--- config.mk ---
export PLATFORM = sky130hd
export DESIGN_NAME = netflow_v5_datagram_parser_flat
export DESIGN_NICKNAME = d
export VERILOG_FILES = /design/src/nfv5_pkg.sv /design/src/nfv5_ifs.sv /design/src/nfv5_result_queue.sv /design/src/netflow_v5_datagram_parser.sv /design/src/flat_wrapper.sv
export SDC_FILE = /design/constraint.sdc
export NUM_CORES = 1
export LEC_CHECK = 0
export ABC_AREA = 1
export BUFFER_PORTS_ARGS = -buffer_cell sky130_fd_sc_hd__buf_2
export CAP_MARGIN = 20
export CORE_ASPECT_RATIO = 0.7
export CORE_MARGIN = 8
export CORE_UTILIZATION = 60
export CTS_CLUSTER_DIAMETER = 120
export DETAILED_ROUTE_END_ITERATION = 8
export PLACE_DENSITY = 0.78
export SETUP_SLACK_MARGIN = 0.3
export SKIP_CTS_REPAIR_TIMING = 1
export SLEW_MARGIN = 15
export SYNTH_ARGS = -nofsm -noshare
export SYNTH_HDL_FRONTEND = slang
export SYNTH_HIERARCHICAL = 1
export SYNTH_SLANG_ARGS = --single-unit
export TNS_END_PERCENT = 20
--- constraint.sdc ---
create_clock -name clk -period 11.2 [get_ports clk]
set_input_delay 0.56 -clock clk [delete_from_list [all_inputs] [get_ports clk]]
set_output_delay 0.56 -clock clk [all_outputs]
set_load 0.03 [all_outputs]
--- src/nfv5_pkg.sv ---
// ----------------------------------------------------------------------------
// nfv5_pkg
// Shared types, constants and field maps for the NetFlow v5 datagram parser.
// ----------------------------------------------------------------------------
`default_nettype none

package nfv5_pkg;

  localparam int unsigned MAX_RECORDS_DEFAULT = 30;
  localparam int unsigned HDR_BYTES           = 24;
  localparam int unsigned REC_BYTES           = 48;
  localparam int unsigned QUEUE_DEPTH         = 4;
  localparam logic [15:0] VERSION_RESET       = 16'd5;

  // header fields that carry checks
  localparam logic [4:0] HDR_FID_VERSION = 5'd0;
  localparam logic [4:0] HDR_FID_COUNT   = 5'd1;

  typedef enum logic [1:0] {
    KIND_HDR    = 2'd0,
    KIND_REC    = 2'd1,
    KIND_DONE   = 2'd2,
    KIND_REJECT = 2'd3
  } kind_t;

  typedef enum logic [1:0] {
    ERR_NONE    = 2'd0,
    ERR_VERSION = 2'd1,
    ERR_COUNT   = 2'd2,
    ERR_TRUNC   = 2'd3
  } err_t;

  typedef struct packed {
    kind_t       kind;
    logic [4:0]  record_index;
    logic [4:0]  field_id;
    logic [31:0] field_value;
    err_t        error_code;
    logic        last_result;
  } result_t;

  // header byte position to field id
  function automatic logic [4:0] hdr_field(input logic [4:0] pos);
    logic [4:0] fid;
    case (pos)
      5'd0, 5'd1:                     fid = 5'd0;
      5'd2, 5'd3:                     fid = 5'd1;
      5'd4, 5'd5, 5'd6, 5'd7:         fid = 5'd2;
      5'd8, 5'd9, 5'd10, 5'd11:       fid = 5'd3;
      5'd12, 5'd13, 5'd14, 5'd15:     fid = 5'd4;
      5'd16, 5'd17, 5'd18, 5'd19:     fid = 5'd5;
      5'd20:                          fid = 5'd6;
      5'd21:                          fid = 5'd7;
      default:                        fid = 5'd8;
    endcase
    return fid;
  endfunction

  // true on the byte that completes a header field
  function automatic logic hdr_field_last(input logic [4:0] pos);
    logic last;
    case (pos)
      5'd1, 5'd3, 5'd7, 5'd11, 5'd15, 5'd19, 5'd20, 5'd21, 5'd23: last = 1'b1;
      default:                                                   last = 1'b0;
    endcase
    return last;
  endfunction

  // record byte offset to field id
  function automatic logic [4:0] rec_field(input logic [5:0] off);
    logic [4:0] fid;
    case (off)
      6'd0, 6'd1, 6'd2, 6'd3:         fid = 5'd0;
      6'd4, 6'd5, 6'd6, 6'd7:         fid = 5'd1;
      6'd8, 6'd9, 6'd10, 6'd11:       fid = 5'd2;
      6'd12, 6'd13:                   fid = 5'd3;
      6'd14, 6'd15:                   fid = 5'd4;
      6'd16, 6'd17, 6'd18, 6'd19:     fid = 5'd5;
      6'd20, 6'd21, 6'd22, 6'd23:     fid = 5'd6;
      6'd24, 6'd25, 6'd26, 6'd27:     fid = 5'd7;
      6'd28, 6'd29, 6'd30, 6'd31:     fid = 5'd8;
      6'd32, 6'd33:                   fid = 5'd9;
      6'd34, 6'd35:                   fid = 5'd10;
      6'd36:                          fid = 5'd11;
      6'd37:                          fid = 5'd12;
      6'd38:                          fid = 5'd13;
      6'd39:                          fid = 5'd14;
      6'd40, 6'd41:                   fid = 5'd15;
      6'd42, 6'd43:                   fid = 5'd16;
      6'd44:                          fid = 5'd17;
      6'd45:                          fid = 5'd18;
      default:                        fid = 5'd19;
    endcase
    return fid;
  endfunction

  // true on the byte that completes a record field
  function automatic logic rec_field_last(input logic [5:0] off);
    logic last;
    case (off)
      6'd3, 6'd7, 6'd11, 6'd13, 6'd15, 6'd19, 6'd23, 6'd27, 6'd31, 6'd33,
      6'd35, 6'd36, 6'd37, 6'd38, 6'd39, 6'd41, 6'd43, 6'd44, 6'd45, 6'd47:
        last = 1'b1;
      default:
        last = 1'b0;
    endcase
    return last;
  endfunction

endpackage

`default_nettype wire

--- src/nfv5_ifs.sv ---
// ----------------------------------------------------------------------------
// nfv5 channel interfaces
// Valid/ready channels for datagram bytes, parse results and configuration.
// ----------------------------------------------------------------------------
`default_nettype none

interface nfv5_byte_if;
  logic       valid;
  logic       ready;
  logic [7:0] data_byte;
  logic       end_of_datagram;

  modport source (output valid, data_byte, end_of_datagram, input ready);
  modport sink   (input valid, data_byte, end_of_datagram, output ready);
endinterface

interface nfv5_result_if;
  logic        valid;
  logic        ready;
  logic [1:0]  kind;
  logic [4:0]  record_index;
  logic [4:0]  field_id;
  logic [31:0] field_value;
  logic [1:0]  error_code;
  logic        last_result;

  modport source (output valid, kind, record_index, field_id, field_value, error_code,
                  last_result, input ready);
  modport sink   (input valid, kind, record_index, field_id, field_value, error_code,
                  last_result, output ready);
endinterface

interface nfv5_cfg_if;
  logic        valid;
  logic        ready;
  logic [15:0] expected_version;

  modport source (output valid, expected_version, input ready);
  modport sink   (input valid, expected_version, output ready);
endinterface

`default_nettype wire

--- src/nfv5_result_queue.sv ---
// ----------------------------------------------------------------------------
// nfv5_result_queue
// Small result queue: takes up to two results per cycle, hands out one.
// ----------------------------------------------------------------------------
`default_nettype none

module nfv5_result_queue import nfv5_pkg::*; #(
  parameter int unsigned DEPTH = QUEUE_DEPTH
) (
  input  logic       clk,
  input  logic       rst,
  input  logic [1:0] push_cnt,
  input  result_t    push_a,
  input  result_t    push_b,
  output logic       room2,
  output logic       out_valid,
  input  logic       out_ready,
  output result_t    out_data
);

  localparam int unsigned PW = $clog2(DEPTH);

  result_t       mem [DEPTH];
  logic [PW-1:0] rd_ptr;
  logic [PW-1:0] wr_ptr;
  logic [PW:0]   count;
  logic          pop;

  assign pop       = out_valid && out_ready;
  assign out_valid = count != '0;
  assign out_data  = mem[rd_ptr];
  assign room2     = count <= (PW+1)'(DEPTH - 2);

  always_ff @(posedge clk) begin
    if (push_cnt != 2'd0) begin
      mem[wr_ptr] <= push_a;
    end
    if (push_cnt == 2'd2) begin
      mem[wr_ptr + PW'(1)] <= push_b;
    end
  end

  always_ff @(posedge clk) begin
    if (rst) begin
      rd_ptr <= '0;
      wr_ptr <= '0;
      count  <= '0;
    end else begin
      wr_ptr <= wr_ptr + PW'(push_cnt);
      if (pop) begin
        rd_ptr <= rd_ptr + PW'(1);
      end
      count <= count + (PW+1)'(push_cnt) - (PW+1)'(pop);
    end
  end

endmodule

`default_nettype wire

--- src/netflow_v5_datagram_parser.sv ---
// ordering: a field completed by a byte is written to the result queue when the byte
// is accepted; the end byte's verdict is queued right behind it when both come at once
// throughput: one byte per cycle; ready drops only while the four-entry result queue
// has fewer than two free entries, which happens only under output stall
// reset: synchronous, clears parse state and the queue, expected_version returns to 5
// ----------------------------------------------------------------------------
// netflow_v5_datagram_parser
// Byte-serial NetFlow v5 datagram parser: emits header and record fields and
// an accept or reject verdict on the final byte.
// ----------------------------------------------------------------------------
`default_nettype none

module netflow_v5_datagram_parser import nfv5_pkg::*; #(
  parameter int unsigned MAX_RECORDS = MAX_RECORDS_DEFAULT
) (
  input  logic            clk,
  input  logic            rst,
  nfv5_cfg_if.sink        cfg,
  nfv5_byte_if.sink       byte_in,
  nfv5_result_if.source   result_out
);

  localparam int unsigned CW = $clog2(MAX_RECORDS + 1);
  localparam int unsigned TW = $clog2(HDR_BYTES + REC_BYTES * MAX_RECORDS + 1);

  // parse state
  logic [15:0] expected_version;
  logic [15:0] byte_position, byte_position_next;
  logic [31:0] field_acc, field_acc_next;
  logic [15:0] declared_count, declared_count_next;
  logic [4:0]  current_record, current_record_next;
  logic [5:0]  offset_in_record, offset_in_record_next;
  err_t        parse_error, parse_error_next;

  logic        accept;
  logic        room2;
  logic [31:0] acc_shift;
  logic [4:0]  hdr_fid;
  logic [5:0]  rec_off;
  logic [4:0]  rec_fid;
  logic [TW-1:0] total_now;
  logic [TW-1:0] total_end;
  logic        in_header;
  logic        in_records;
  logic        fld_emit;
  result_t     fld_res;
  result_t     end_res;
  err_t        end_err;
  logic [1:0]  push_cnt;
  result_t     push_a;
  result_t     queue_out;

  // count*48 as two shifts; only counts within range matter when no error is latched
  function automatic logic [TW-1:0] total_len(input logic [15:0] cnt);
    logic [TW-1:0] c;
    c = TW'(cnt[CW-1:0]);
    return TW'(HDR_BYTES) + (c << 5) + (c << 4);
  endfunction

  assign accept    = byte_in.valid && byte_in.ready;
  assign acc_shift = {field_acc[23:0], byte_in.data_byte};
  assign in_header = byte_position < 16'(HDR_BYTES);
  assign total_now = total_len(declared_count);
  assign in_records = {1'b0, byte_position} < 17'(total_now);
  assign hdr_fid   = hdr_field(byte_position[4:0]);
  assign rec_off   = (offset_in_record >= 6'(REC_BYTES)) ? 6'd0 : offset_in_record;
  assign rec_fid   = rec_field(rec_off);

  always_comb begin
    byte_position_next    = byte_position;
    field_acc_next        = field_acc;
    declared_count_next   = declared_count;
    current_record_next   = current_record;
    offset_in_record_next = offset_in_record;
    parse_error_next      = parse_error;
    fld_emit              = 1'b0;
    fld_res               = '{kind: KIND_HDR, record_index: 5'd0, field_id: hdr_fid,
                              field_value: acc_shift, error_code: ERR_NONE,
                              last_result: !byte_in.end_of_datagram};

    if (parse_error == ERR_NONE) begin
      if (in_header) begin
        field_acc_next     = acc_shift;
        byte_position_next = byte_position + 16'd1;
        if (hdr_field_last(byte_position[4:0])) begin
          fld_emit       = 1'b1;
          field_acc_next = '0;
          if (hdr_fid == HDR_FID_VERSION && acc_shift != {16'd0, expected_version}) begin
            parse_error_next = ERR_VERSION;
          end
          if (hdr_fid == HDR_FID_COUNT) begin
            declared_count_next = acc_shift[15:0];
            if (acc_shift[15:0] == 16'd0 || acc_shift[15:0] > 16'(MAX_RECORDS)) begin
              parse_error_next = ERR_COUNT;
            end
          end
        end
      end else if (in_records) begin
        field_acc_next     = acc_shift;
        byte_position_next = byte_position + 16'd1;
        if (rec_field_last(rec_off)) begin
          fld_emit             = 1'b1;
          fld_res.kind         = KIND_REC;
          fld_res.record_index = current_record;
          fld_res.field_id     = rec_fid;
          field_acc_next       = '0;
        end
        if (rec_off == 6'(REC_BYTES - 1)) begin
          offset_in_record_next = 6'd0;
          current_record_next   = current_record + 5'd1;
        end else begin
          offset_in_record_next = rec_off + 6'd1;
        end
      end else if (byte_position != 16'hFFFF) begin
        // bytes past the expected length only advance the position
        byte_position_next = byte_position + 16'd1;
      end
    end

    // verdict on the end byte, judged on the updated state
    total_end = total_len(declared_count_next);
    end_err   = parse_error_next;
    if (parse_error_next == ERR_NONE &&
        ({1'b0, byte_position_next} < 17'(HDR_BYTES) ||
         {1'b0, byte_position_next} < 17'(total_end))) begin
      end_err = ERR_TRUNC;
    end
    if (end_err == ERR_NONE) begin
      end_res = '{kind: KIND_DONE, record_index: 5'd0, field_id: 5'd0,
                  field_value: {16'd0, declared_count_next}, error_code: ERR_NONE,
                  last_result: 1'b1};
    end else begin
      end_res = '{kind: KIND_REJECT, record_index: 5'd0, field_id: 5'd0,
                  field_value: 32'd0, error_code: end_err, last_result: 1'b1};
    end

    if (byte_in.end_of_datagram) begin
      byte_position_next    = '0;
      field_acc_next        = '0;
      declared_count_next   = '0;
      current_record_next   = '0;
      offset_in_record_next = '0;
      parse_error_next      = ERR_NONE;
    end
  end

  always_comb begin
    push_cnt = 2'd0;
    push_a   = fld_emit ? fld_res : end_res;
    if (accept) begin
      push_cnt = 2'(fld_emit) + 2'(byte_in.end_of_datagram);
    end
  end

  always_ff @(posedge clk) begin
    if (rst) begin
      expected_version <= VERSION_RESET;
      byte_position    <= '0;
      field_acc        <= '0;
      declared_count   <= '0;
      current_record   <= '0;
      offset_in_record <= '0;
      parse_error      <= ERR_NONE;
    end else begin
      if (cfg.valid && cfg.ready) begin
        expected_version <= cfg.expected_version;
      end
      if (accept) begin
        byte_position    <= byte_position_next;
        field_acc        <= field_acc_next;
        declared_count   <= declared_count_next;
        current_record   <= current_record_next;
        offset_in_record <= offset_in_record_next;
        parse_error      <= parse_error_next;
      end
    end
  end

  nfv5_result_queue #(
    .DEPTH (QUEUE_DEPTH)
  ) u_result_queue (
    .clk       (clk),
    .rst       (rst),
    .push_cnt  (push_cnt),
    .push_a    (push_a),
    .push_b    (end_res),
    .room2     (room2),
    .out_valid (result_out.valid),
    .out_ready (result_out.ready),
    .out_data  (queue_out)
  );

  assign cfg.ready     = 1'b1;
  assign byte_in.ready = room2;

  assign result_out.kind         = queue_out.kind;
  assign result_out.record_index = queue_out.record_index;
  assign result_out.field_id     = queue_out.field_id;
  assign result_out.field_value  = queue_out.field_value;
  assign result_out.error_code   = queue_out.error_code;
  assign result_out.last_result  = queue_out.last_result;

endmodule

`default_nettype wire

--- src/flat_wrapper.sv ---
// flat-port wrapper written by rule: the top's interface ports become plain ports
module netflow_v5_datagram_parser_flat import nfv5_pkg::*;
#(
  parameter int unsigned MAX_RECORDS = MAX_RECORDS_DEFAULT
)
  (clk, rst, cfg_valid, cfg_expected_version, cfg_ready, byte_in_valid, byte_in_data_byte, byte_in_end_of_datagram, byte_in_ready, result_out_valid, result_out_kind, result_out_record_index, result_out_field_id, result_out_field_value, result_out_error_code, result_out_last_result, result_out_ready);
  nfv5_cfg_if cfg_i ();
  nfv5_byte_if byte_in_i ();
  nfv5_result_if result_out_i ();
  input  logic clk;
  input  logic rst;
  input wire logic [$bits(cfg_i.valid)-1:0] cfg_valid;
  input wire logic [$bits(cfg_i.expected_version)-1:0] cfg_expected_version;
  output wire logic [$bits(cfg_i.ready)-1:0] cfg_ready;
  input wire logic [$bits(byte_in_i.valid)-1:0] byte_in_valid;
  input wire logic [$bits(byte_in_i.data_byte)-1:0] byte_in_data_byte;
  input wire logic [$bits(byte_in_i.end_of_datagram)-1:0] byte_in_end_of_datagram;
  output wire logic [$bits(byte_in_i.ready)-1:0] byte_in_ready;
  output wire logic [$bits(result_out_i.valid)-1:0] result_out_valid;
  output wire logic [$bits(result_out_i.kind)-1:0] result_out_kind;
  output wire logic [$bits(result_out_i.record_index)-1:0] result_out_record_index;
  output wire logic [$bits(result_out_i.field_id)-1:0] result_out_field_id;
  output wire logic [$bits(result_out_i.field_value)-1:0] result_out_field_value;
  output wire logic [$bits(result_out_i.error_code)-1:0] result_out_error_code;
  output wire logic [$bits(result_out_i.last_result)-1:0] result_out_last_result;
  input wire logic [$bits(result_out_i.ready)-1:0] result_out_ready;
  assign cfg_i.valid = cfg_valid;
  assign cfg_i.expected_version = cfg_expected_version;
  assign cfg_ready = cfg_i.ready;
  assign byte_in_i.valid = byte_in_valid;
  assign byte_in_i.data_byte = byte_in_data_byte;
  assign byte_in_i.end_of_datagram = byte_in_end_of_datagram;
  assign byte_in_ready = byte_in_i.ready;
  assign result_out_valid = result_out_i.valid;
  assign result_out_kind = result_out_i.kind;
  assign result_out_record_index = result_out_i.record_index;
  assign result_out_field_id = result_out_i.field_id;
  assign result_out_field_value = result_out_i.field_value;
  assign result_out_error_code = result_out_i.error_code;
  assign result_out_last_result = result_out_i.last_result;
  assign result_out_i.ready = result_out_ready;
  netflow_v5_datagram_parser #(.MAX_RECORDS(MAX_RECORDS)) u_core (.clk(clk), .rst(rst), .cfg(cfg_i), .byte_in(byte_in_i), .result_out(result_out_i));
endmodule
# --- Yosys cells after proc, flatten, opt, wreduce, memory -nomap -nowiden ---
# Memory sizes are Yosys's and may differ from the RTL's. A register that Yosys moved wholly into a read port is not among the register bits.
# Index checks and enable logic that the tools add are counted.
word_totals:
  ff_bits: 92
  ram_bits: 188
  romBits: 544
  input_bits: 30
  output_inout_bits: 50
  elab_cells: 124
  mem_count: 5
op_classes:
  add_sub_neg: 13
  n_lt_le_gt_ge: 7
  n_eq_ne: 6
  mux: 62
  n_reduce_logical: 21
mem_list:
  columns: ["name", "words", "width", "read_ports", "rd_clocked_by_memory_dff", "write_ports", "line_no", "source"]
  rows:
  - ["(no name shown)", 64, 5, 1, 0, 0, "nfv5_pkg.sv:72", "case (off)"]
  - ["u_core.u_result_queue.mem", 4, 47, 1, 1, 2, "nfv5_result_queue.sv:23", "result_t mem [DEPTH];"]
  - ["(no name shown)", 32, 4, 1, 1, 0, "nfv5_pkg.sv:45", "case (pos)"]
  - ["(no name shown)", 64, 1, 1, 0, 0, "nfv5_pkg.sv:100", "case (off)"]
  - ["(no name shown)", 32, 1, 1, 1, 0, "nfv5_pkg.sv:62", "case (pos)"]
op_table:
  columns: ["operator", "n"]
  rows:
  - ["two-way mux 16 bit", 10]
  - ["two-way mux 24 bit", 6]
  - ["two-way mux 47 bit", 1]
  - ["two-way mux 46 bit", 1]
  - ["two-way mux 5 bit", 9]
  - ["two-way mux 12 bit", 3]
  - ["two-way mux 6 bit", 6]
  - ["< comparator 16 x 11 -> 1 bit", 2]
  - ["< comparator 16 x 5 -> 1 bit (second input constant)", 2]
  - ["inequality test 32 x 16 -> 1 bit", 1]
  - ["adder 11 x 9 -> 11 bit", 2]
  - ["adder 5 x 10 -> 11 bit (first input constant)", 2]
  - ["two-way mux 2 bit", 11]
  - ["adder 16 x 1 -> 16 bit (second input constant)", 1]
  - ["> comparator 16 x 5 -> 1 bit (second input constant)", 1]
  - ["logical NOT 16 bit", 1]
  - ["inequality test 16 bit (second input constant)", 1]
  - ["two-way mux 1 bit", 14]
  - ["two-way mux 11 bit", 1]
  - ["nonzero test 2 bit", 4]
  - ["adder 6 x 1 -> 6 bit (second input constant)", 1]
  - ["equality test 6 bit (second input constant)", 1]
  - [">= comparator 6 bit (second input constant)", 1]
  - ["logical NOT 2 bit", 3]
  - ["other kinds (18)", 24]

# --- Logic depth before layout (Yosys ltp) ---
logic_depth:
  ltp_word: 15
  depth_mapped: 30
  mapped_depth_nobuf: 29

# --- Hierarchy ---
# The synthesis kept the hierarchy.
by_module_without_submodules:
  columns: ["module", "n_inst", "cells_per_inst", "area_each_um2", "seq_area_each_um2"]
  rows:
  - ["nfv5_result_queue", 1, 993, 9566.7, 5825.6]
  - ["netflow_v5_datagram_parser", 1, 1036, 6705.2, 1801.7]

# --- Worst setup path before layout ---
# No wires, ideal clock.
synth_path:
  path_type: "register to register"
  startpoint: "register u_core.declared_count[1]"
  endpoint: "memory u_core/u_result_queue/mem[3][0] (netlist name) (enable)"
  setup_ns: 0.522
  t_arrival_ns: 6.768
  required_time_ns: 10.678
  setup_slack_ns: 3.910
  path_stages_with_launch: 26
  n_path_buf: 1
  path_cell_list: "dfxtp_1 -> inv_1 -> ha_1 -> nor2_1 -> o21ai_0 -> nand2_1 -> a21oi_1 -> nor2_1 -> nor2_1 -> xor2_1 -> ha_1 -> a21oi_1 -> nor2_1 -> nor3_1 -> nand3_1 -> nor2_1 -> nand2_1 -> inv_2 -> nor2_4 -> inv_2 -> buf_2 -> ha_1 -> inv_1 -> nor2_1 -> nor2_1 -> o31ai_1"
synth_rtl:
  columns: ["item", "line_no", "source"]
  rows:
  - ["start: declaration", "netflow_v5_datagram_parser.sv:30", "logic [15:0] declared_count, declared_count_next;"]
  - ["start signal: assignment", "netflow_v5_datagram_parser.sv:171", "declared_count <= declared_count_next;"]
  - ["end: declaration", "nfv5_result_queue.sv:23", null]

==> qor_table.md <==
| Group | Quantity | Value |
|:---|:---|:---|
| detailed routing | Final WL | 42200 microns |
| sta | Final setup margin | 4.56 ns |
| pwr | Fraction of power spent switching nets | 38.4% |
| place | Place WS | 4.72 ns |
| sta | Count of pins over their slew limit | 0 |
| grt | Largest net degree at the start of global routing | 96 |
| cells and area | Cell area after layout | 17700 sq um |
| clock tree | TritonCTS clock tree | yes |
| min path | Cell depth of the worst hold path | 3 |
| worst setup path | Setup crit start kind | flop |
| clock tree | Worst-skew pair later-pin latency | 0.57 ns |
| floorplanning | Area enclosed by the die boundary | 32700 sq um |
| clock tree | Maximum number of buffers from clock root to sink | 3 |
| cells and area | Number of nets at the end of the flow | 2148 |
| worst setup path | Required time of the critical path | 11.46 ns |
| outcome | Status | completed |
| sta | Measured slew at the worst slew-check pin | 1.11 ns |
| floorplanning | Effective utilization at floorplan | 60.9% |
| worst setup path | Maximum fanout along the worst path | 95 |
| worst setup path | R2R setup slack | 4.56 ns |
| detailed routing | Residual DRC | 0 |
| cells and area | Leading cell type in the layout, fill and taps excluded | sky130_fd_sc_hd__nand2_1 |
| sta | Hold Vio Cnt, Final | 0 |
| pwr | Sequential Power Share | 38.4% |
| sta | Setup-failing EPs final | 0 |
| floorplanning | Die height | 154 microns |
| worst setup path | Worst reg-to-reg path cell count | 27 |
| sta | Highest achievable clock rate | 151 MHz |
| clock tree | Sink count of the clock tree | 287 |
| synth | Syn Area/Cell | 8.02 sq um |
| place | Area post-placement | 16800 sq um |
| min path | Worst-case hold path end point | u_core/expected_version[0] |
| min path | Worst min-delay path category | in -> reg |
| worst setup path | Crit path DAT | 6.90 ns |
| sta | Final period util | 59.3% |
| synth | Flops & latches, synth | 287 |
| pwr | Power consumption | 3540 uW |
| flow run | Total of max-cap violations | 0 |
| cells and area | Combined flip-flop and latch cell area | 7630 sq um |
| grt | Aggregate global-route resource usage | 25.6% |
| place | Placer congestion estimate | 0.881 |
| sta | Setup repair after global routing missed its margin | no |
| place | Hpwl dp | 27400 microns |
| floorplanning | Number of primary I/O pins | 80 |
| clock tree | H-tree level count | 1 |
| cells and area | Fillcell total | 2227 |
| cells and area | Most used cells in the layout excluding fill and tap cells | sky130_fd_sc_hd__nand2_1, sky130_fd_sc_hd__o21ai_0, sky130_fd_sc_hd__nor2_1, sky130_fd_sc_hd__inv_1, sky130_fd_sc_hd__edfxtp_1 |
| sta | Final worst hold slack | 0.211 ns |
| sta | Final-layout setup total negative slack | 0 ns |
| worst setup path | Worst reg2reg path startpoint | u_core/declared_count[1] |
| worst setup path | Critical setup path kind | reg -> reg |
| synth | Area leader, netlist | sky130_fd_sc_hd__edfxtp_1 |
| synth | Yosys cell types | 56 |
| synth | Area share of the leading cell type in the synthesized netlist | 34.7% |
| pwr | VDD IR-drop max | 0.152 mV |
| cells and area | Area overhead of the layout relative to synthesis | 8.93% |
| worst setup path | Endpoint kind of the worst setup timing path | flop |
| detailed routing | Pre-Repair DR Iteration Count | 6 |
| grt | Via count of the first global-routing pass | 13400 |
| detailed routing | Total vias in the final route | 14100 |
| grt | Number of antenna violations at the first check in global routing | 1 |
| cells and area | Fraction of layout instances using a drive strength above 1 | 11.0% |
| grt | Overflow left after global routing | 0 |
| pwr | Power per Cell Area | 199 nW/um^2 |
| cells and area | Area of the multi-input gates | 7380 sq um |
| detailed routing | Initial detailed-routing violation count | 1575 |
| pwr | Cell-internal power | 2180 uW |
| worst setup path | Terminus of the critical flop-to-flop path | u_core/u_result_queue/mem[0][20] |
| pwr | Part of the power in the clock network | 27.6% |
| pwr | Combinational power share | 34.0% |
| clock tree | Clock slew seen by the registers of the worst setup and hold paths | 0.06 ns |
| min path | Worst min-delay path startpoint | cfg_expected_version[0] |
| detailed routing | Detail-routed via count per cell | 5.74 |
| pwr | Leakage power summed over all cells | 0.00695 uW |
| sta | Fin crit period | 6.64 ns |
| clock tree | Number of buffers created by CTS | 29 |
| sta | Setup clock skew after layout | 0.0130 ns |
| synth | Sequential share of the synthesized area | 46.9% |
| pwr | Switch Pwr | 1360 uW |
| detailed routing | Average wire length per cell after detail routing | 17.2 microns |
| floorplanning | DIE WIDTH | 213 microns |
| sta | Relative max-transition margin | 26.1% |
| cells and area | Diodes inserted | 0 |
| place | Count of buffers from port buffering | 78 |
| synth | Synthesized instance count | 2029 |
| synth | Number of warnings printed during yosys synthesis | 6 |
| grt | First-pass GRT wire length | 68800 microns |
| synth | Mapped Area | 16300 sq um |
| floorplanning | Std cell rows | 50 |
| floorplanning | Area of the core | 26700 sq um |
| synth | Ranking of synthesized cells by area | sky130_fd_sc_hd__edfxtp_1, sky130_fd_sc_hd__dfxtp_1, sky130_fd_sc_hd__nand2_1 |
| detailed routing | Antenna-violating nets left | 0 |
| clock tree | Root buffer selected by CTS | sky130_fd_sc_hd__clkbuf_16 |
## area by class of cell
type                    instances  share of cell area [%]
multi-input cells            1448                    41.7
repair buffers                 94                    2.88
clock buffers                  34                    4.20
flip-flops and latches        287                    43.0
inverters                     214                    4.53
well taps                     364                    2.57
clock inverters                18                    1.12
## kinds of logic (layout without fill, tap and decap cells)
group,Yosys count,after routing,share of synthesized area (%)
compound gates,517,517,17.3
xor+xnor,26,26,1.40
fa+ha+maj,44,44,3.52
buf+inv,321,360,8.63
flops,287,287,46.9
other cells,2,29,0.0462
simple gates,832,832,22.2
## worst max-delay path, cell delays in order, from the launching register on
cell	delay, ns
sky130_fd_sc_hd__dfxtp_1	0.37
sky130_fd_sc_hd__inv_1	0.10
sky130_fd_sc_hd__ha_1	0.32
sky130_fd_sc_hd__nor2_1	0.05
sky130_fd_sc_hd__o21ai_0	0.13
sky130_fd_sc_hd__nand2_1	0.07
sky130_fd_sc_hd__a21oi_1	0.13
sky130_fd_sc_hd__nor2_1	0.05
sky130_fd_sc_hd__nor2_1	0.11
sky130_fd_sc_hd__xor2_1	0.08
sky130_fd_sc_hd__ha_1	0.30
sky130_fd_sc_hd__nand2_1	0.06
sky130_fd_sc_hd__nor2_1	0.09
sky130_fd_sc_hd__nand3_1	0.08
sky130_fd_sc_hd__nand3_1	0.20
sky130_fd_sc_hd__nor2_1	0.07
sky130_fd_sc_hd__nand2_1	0.35
sky130_fd_sc_hd__inv_2	0.10
sky130_fd_sc_hd__nor2_4	0.77
sky130_fd_sc_hd__inv_2	0.37
sky130_fd_sc_hd__ha_1	0.39
sky130_fd_sc_hd__inv_1	0.03
sky130_fd_sc_hd__nor2_1	0.35
sky130_fd_sc_hd__nor2_4	0.12
sky130_fd_sc_hd__nand3_2	0.08
sky130_fd_sc_hd__buf_4	0.67
sky130_fd_sc_hd__nand2_2	0.39
sky130_fd_sc_hd__buf_4	0.43
## routing by layer
| layer | GRT usage, % | routed length [microns] |
|---|---|---|
| met5 | 0 | 0 |
| met4 | 8.69 | 1310 |
| met3 | 4.71 | 3700 |
| met1 | 35.4 | 18500 |
| met2 | 40.2 | 18800 |
## cell usage after synthesis, drive strengths merged
cell type / instances
o22ai: 50
nand3b: 3
clkinv: 1
buf: 45
nor3: 13
o211ai: 8
a21boi: 1
nand2: 459
xor2: 15
o21a: 15
a22oi: 1
a21o: 1
dfxtp: 99
ha: 41
a31oi: 1
o21ai: 367
nand3: 46
o2111ai: 1
a221oi: 1
o2bb2ai: 1
a21oi: 58
o31ai: 2
nor2: 267
nand4: 36
clkbuf: 62
edfxtp: 188
xnor2: 11
or2: 3
a211oi: 9
fa: 3
conb: 2
inv: 213
o41ai: 1
nor4: 5
## how the worst max path moves through the flow
stage	end	from	cells after the start	slack [ns]
after floorplan	u_core/u_result_queue/mem[3][0]	u_core/declared_count[1]	25	3.91
final	u_core/u_result_queue/mem[0][20]	u_core/declared_count[1]	27	4.56
after global routing	u_core/u_result_queue/mem[0][20]	u_core/declared_count[1]	27	3.96
after global placement	u_core/u_result_queue/mem[0][20]	u_core/declared_count[1]	27	4.93
after CTS	u_core/u_result_queue/mem[0][20]	u_core/declared_count[1]	27	4.64
after detailed placement	u_core/u_result_queue/mem[0][20]	u_core/declared_count[1]	27	4.72
## flip-flops by register name, summed over array words and instances, names as in the netlist, named ones only
| signal | count |
|---|---|
| u_core/parse_error | 2 |
| u_core/hdr_fid | 4 |
| u_core/field_acc | 24 |
| u_core/byte_position | 16 |
| u_core/u_result_queue/count | 3 |
| u_core/declared_count | 16 |
| u_core/u_result_queue/mem | 188 |
| u_core/expected_version | 16 |
| u_core/offset_in_record | 6 |
| u_core/u_result_queue/wr_ptr | 2 |
| u_core/u_result_queue/rd_ptr | 2 |
| u_core/current_record | 5 |
## stage by stage
step / std cells / util (%)
2_1_floorplan: 2056 / -
3_3_place_gp: 2407 / 62.8
3_5_place_dp: 2407 / 62.8
4_1_cts: 2459 / 66.4
5_1_grt: 2459 / 66.4
6_report: 2459 / 66.4
## power groups by stage
| stage | registers [uW] | clock network [uW] | logic (uW) |
|---|---|---|---|
| floorplan | 1360 | 0 | 865 |
| global placement | 1380 | 0 | 1160 |
| detailed placement | 1380 | 0 | 1190 |
| CTS | 1360 | 992 | 1200 |
| global route | 1370 | 1030 | 1320 |
| finish | 1360 | 975 | 1200 |
(Power assumes the default switching activity.)
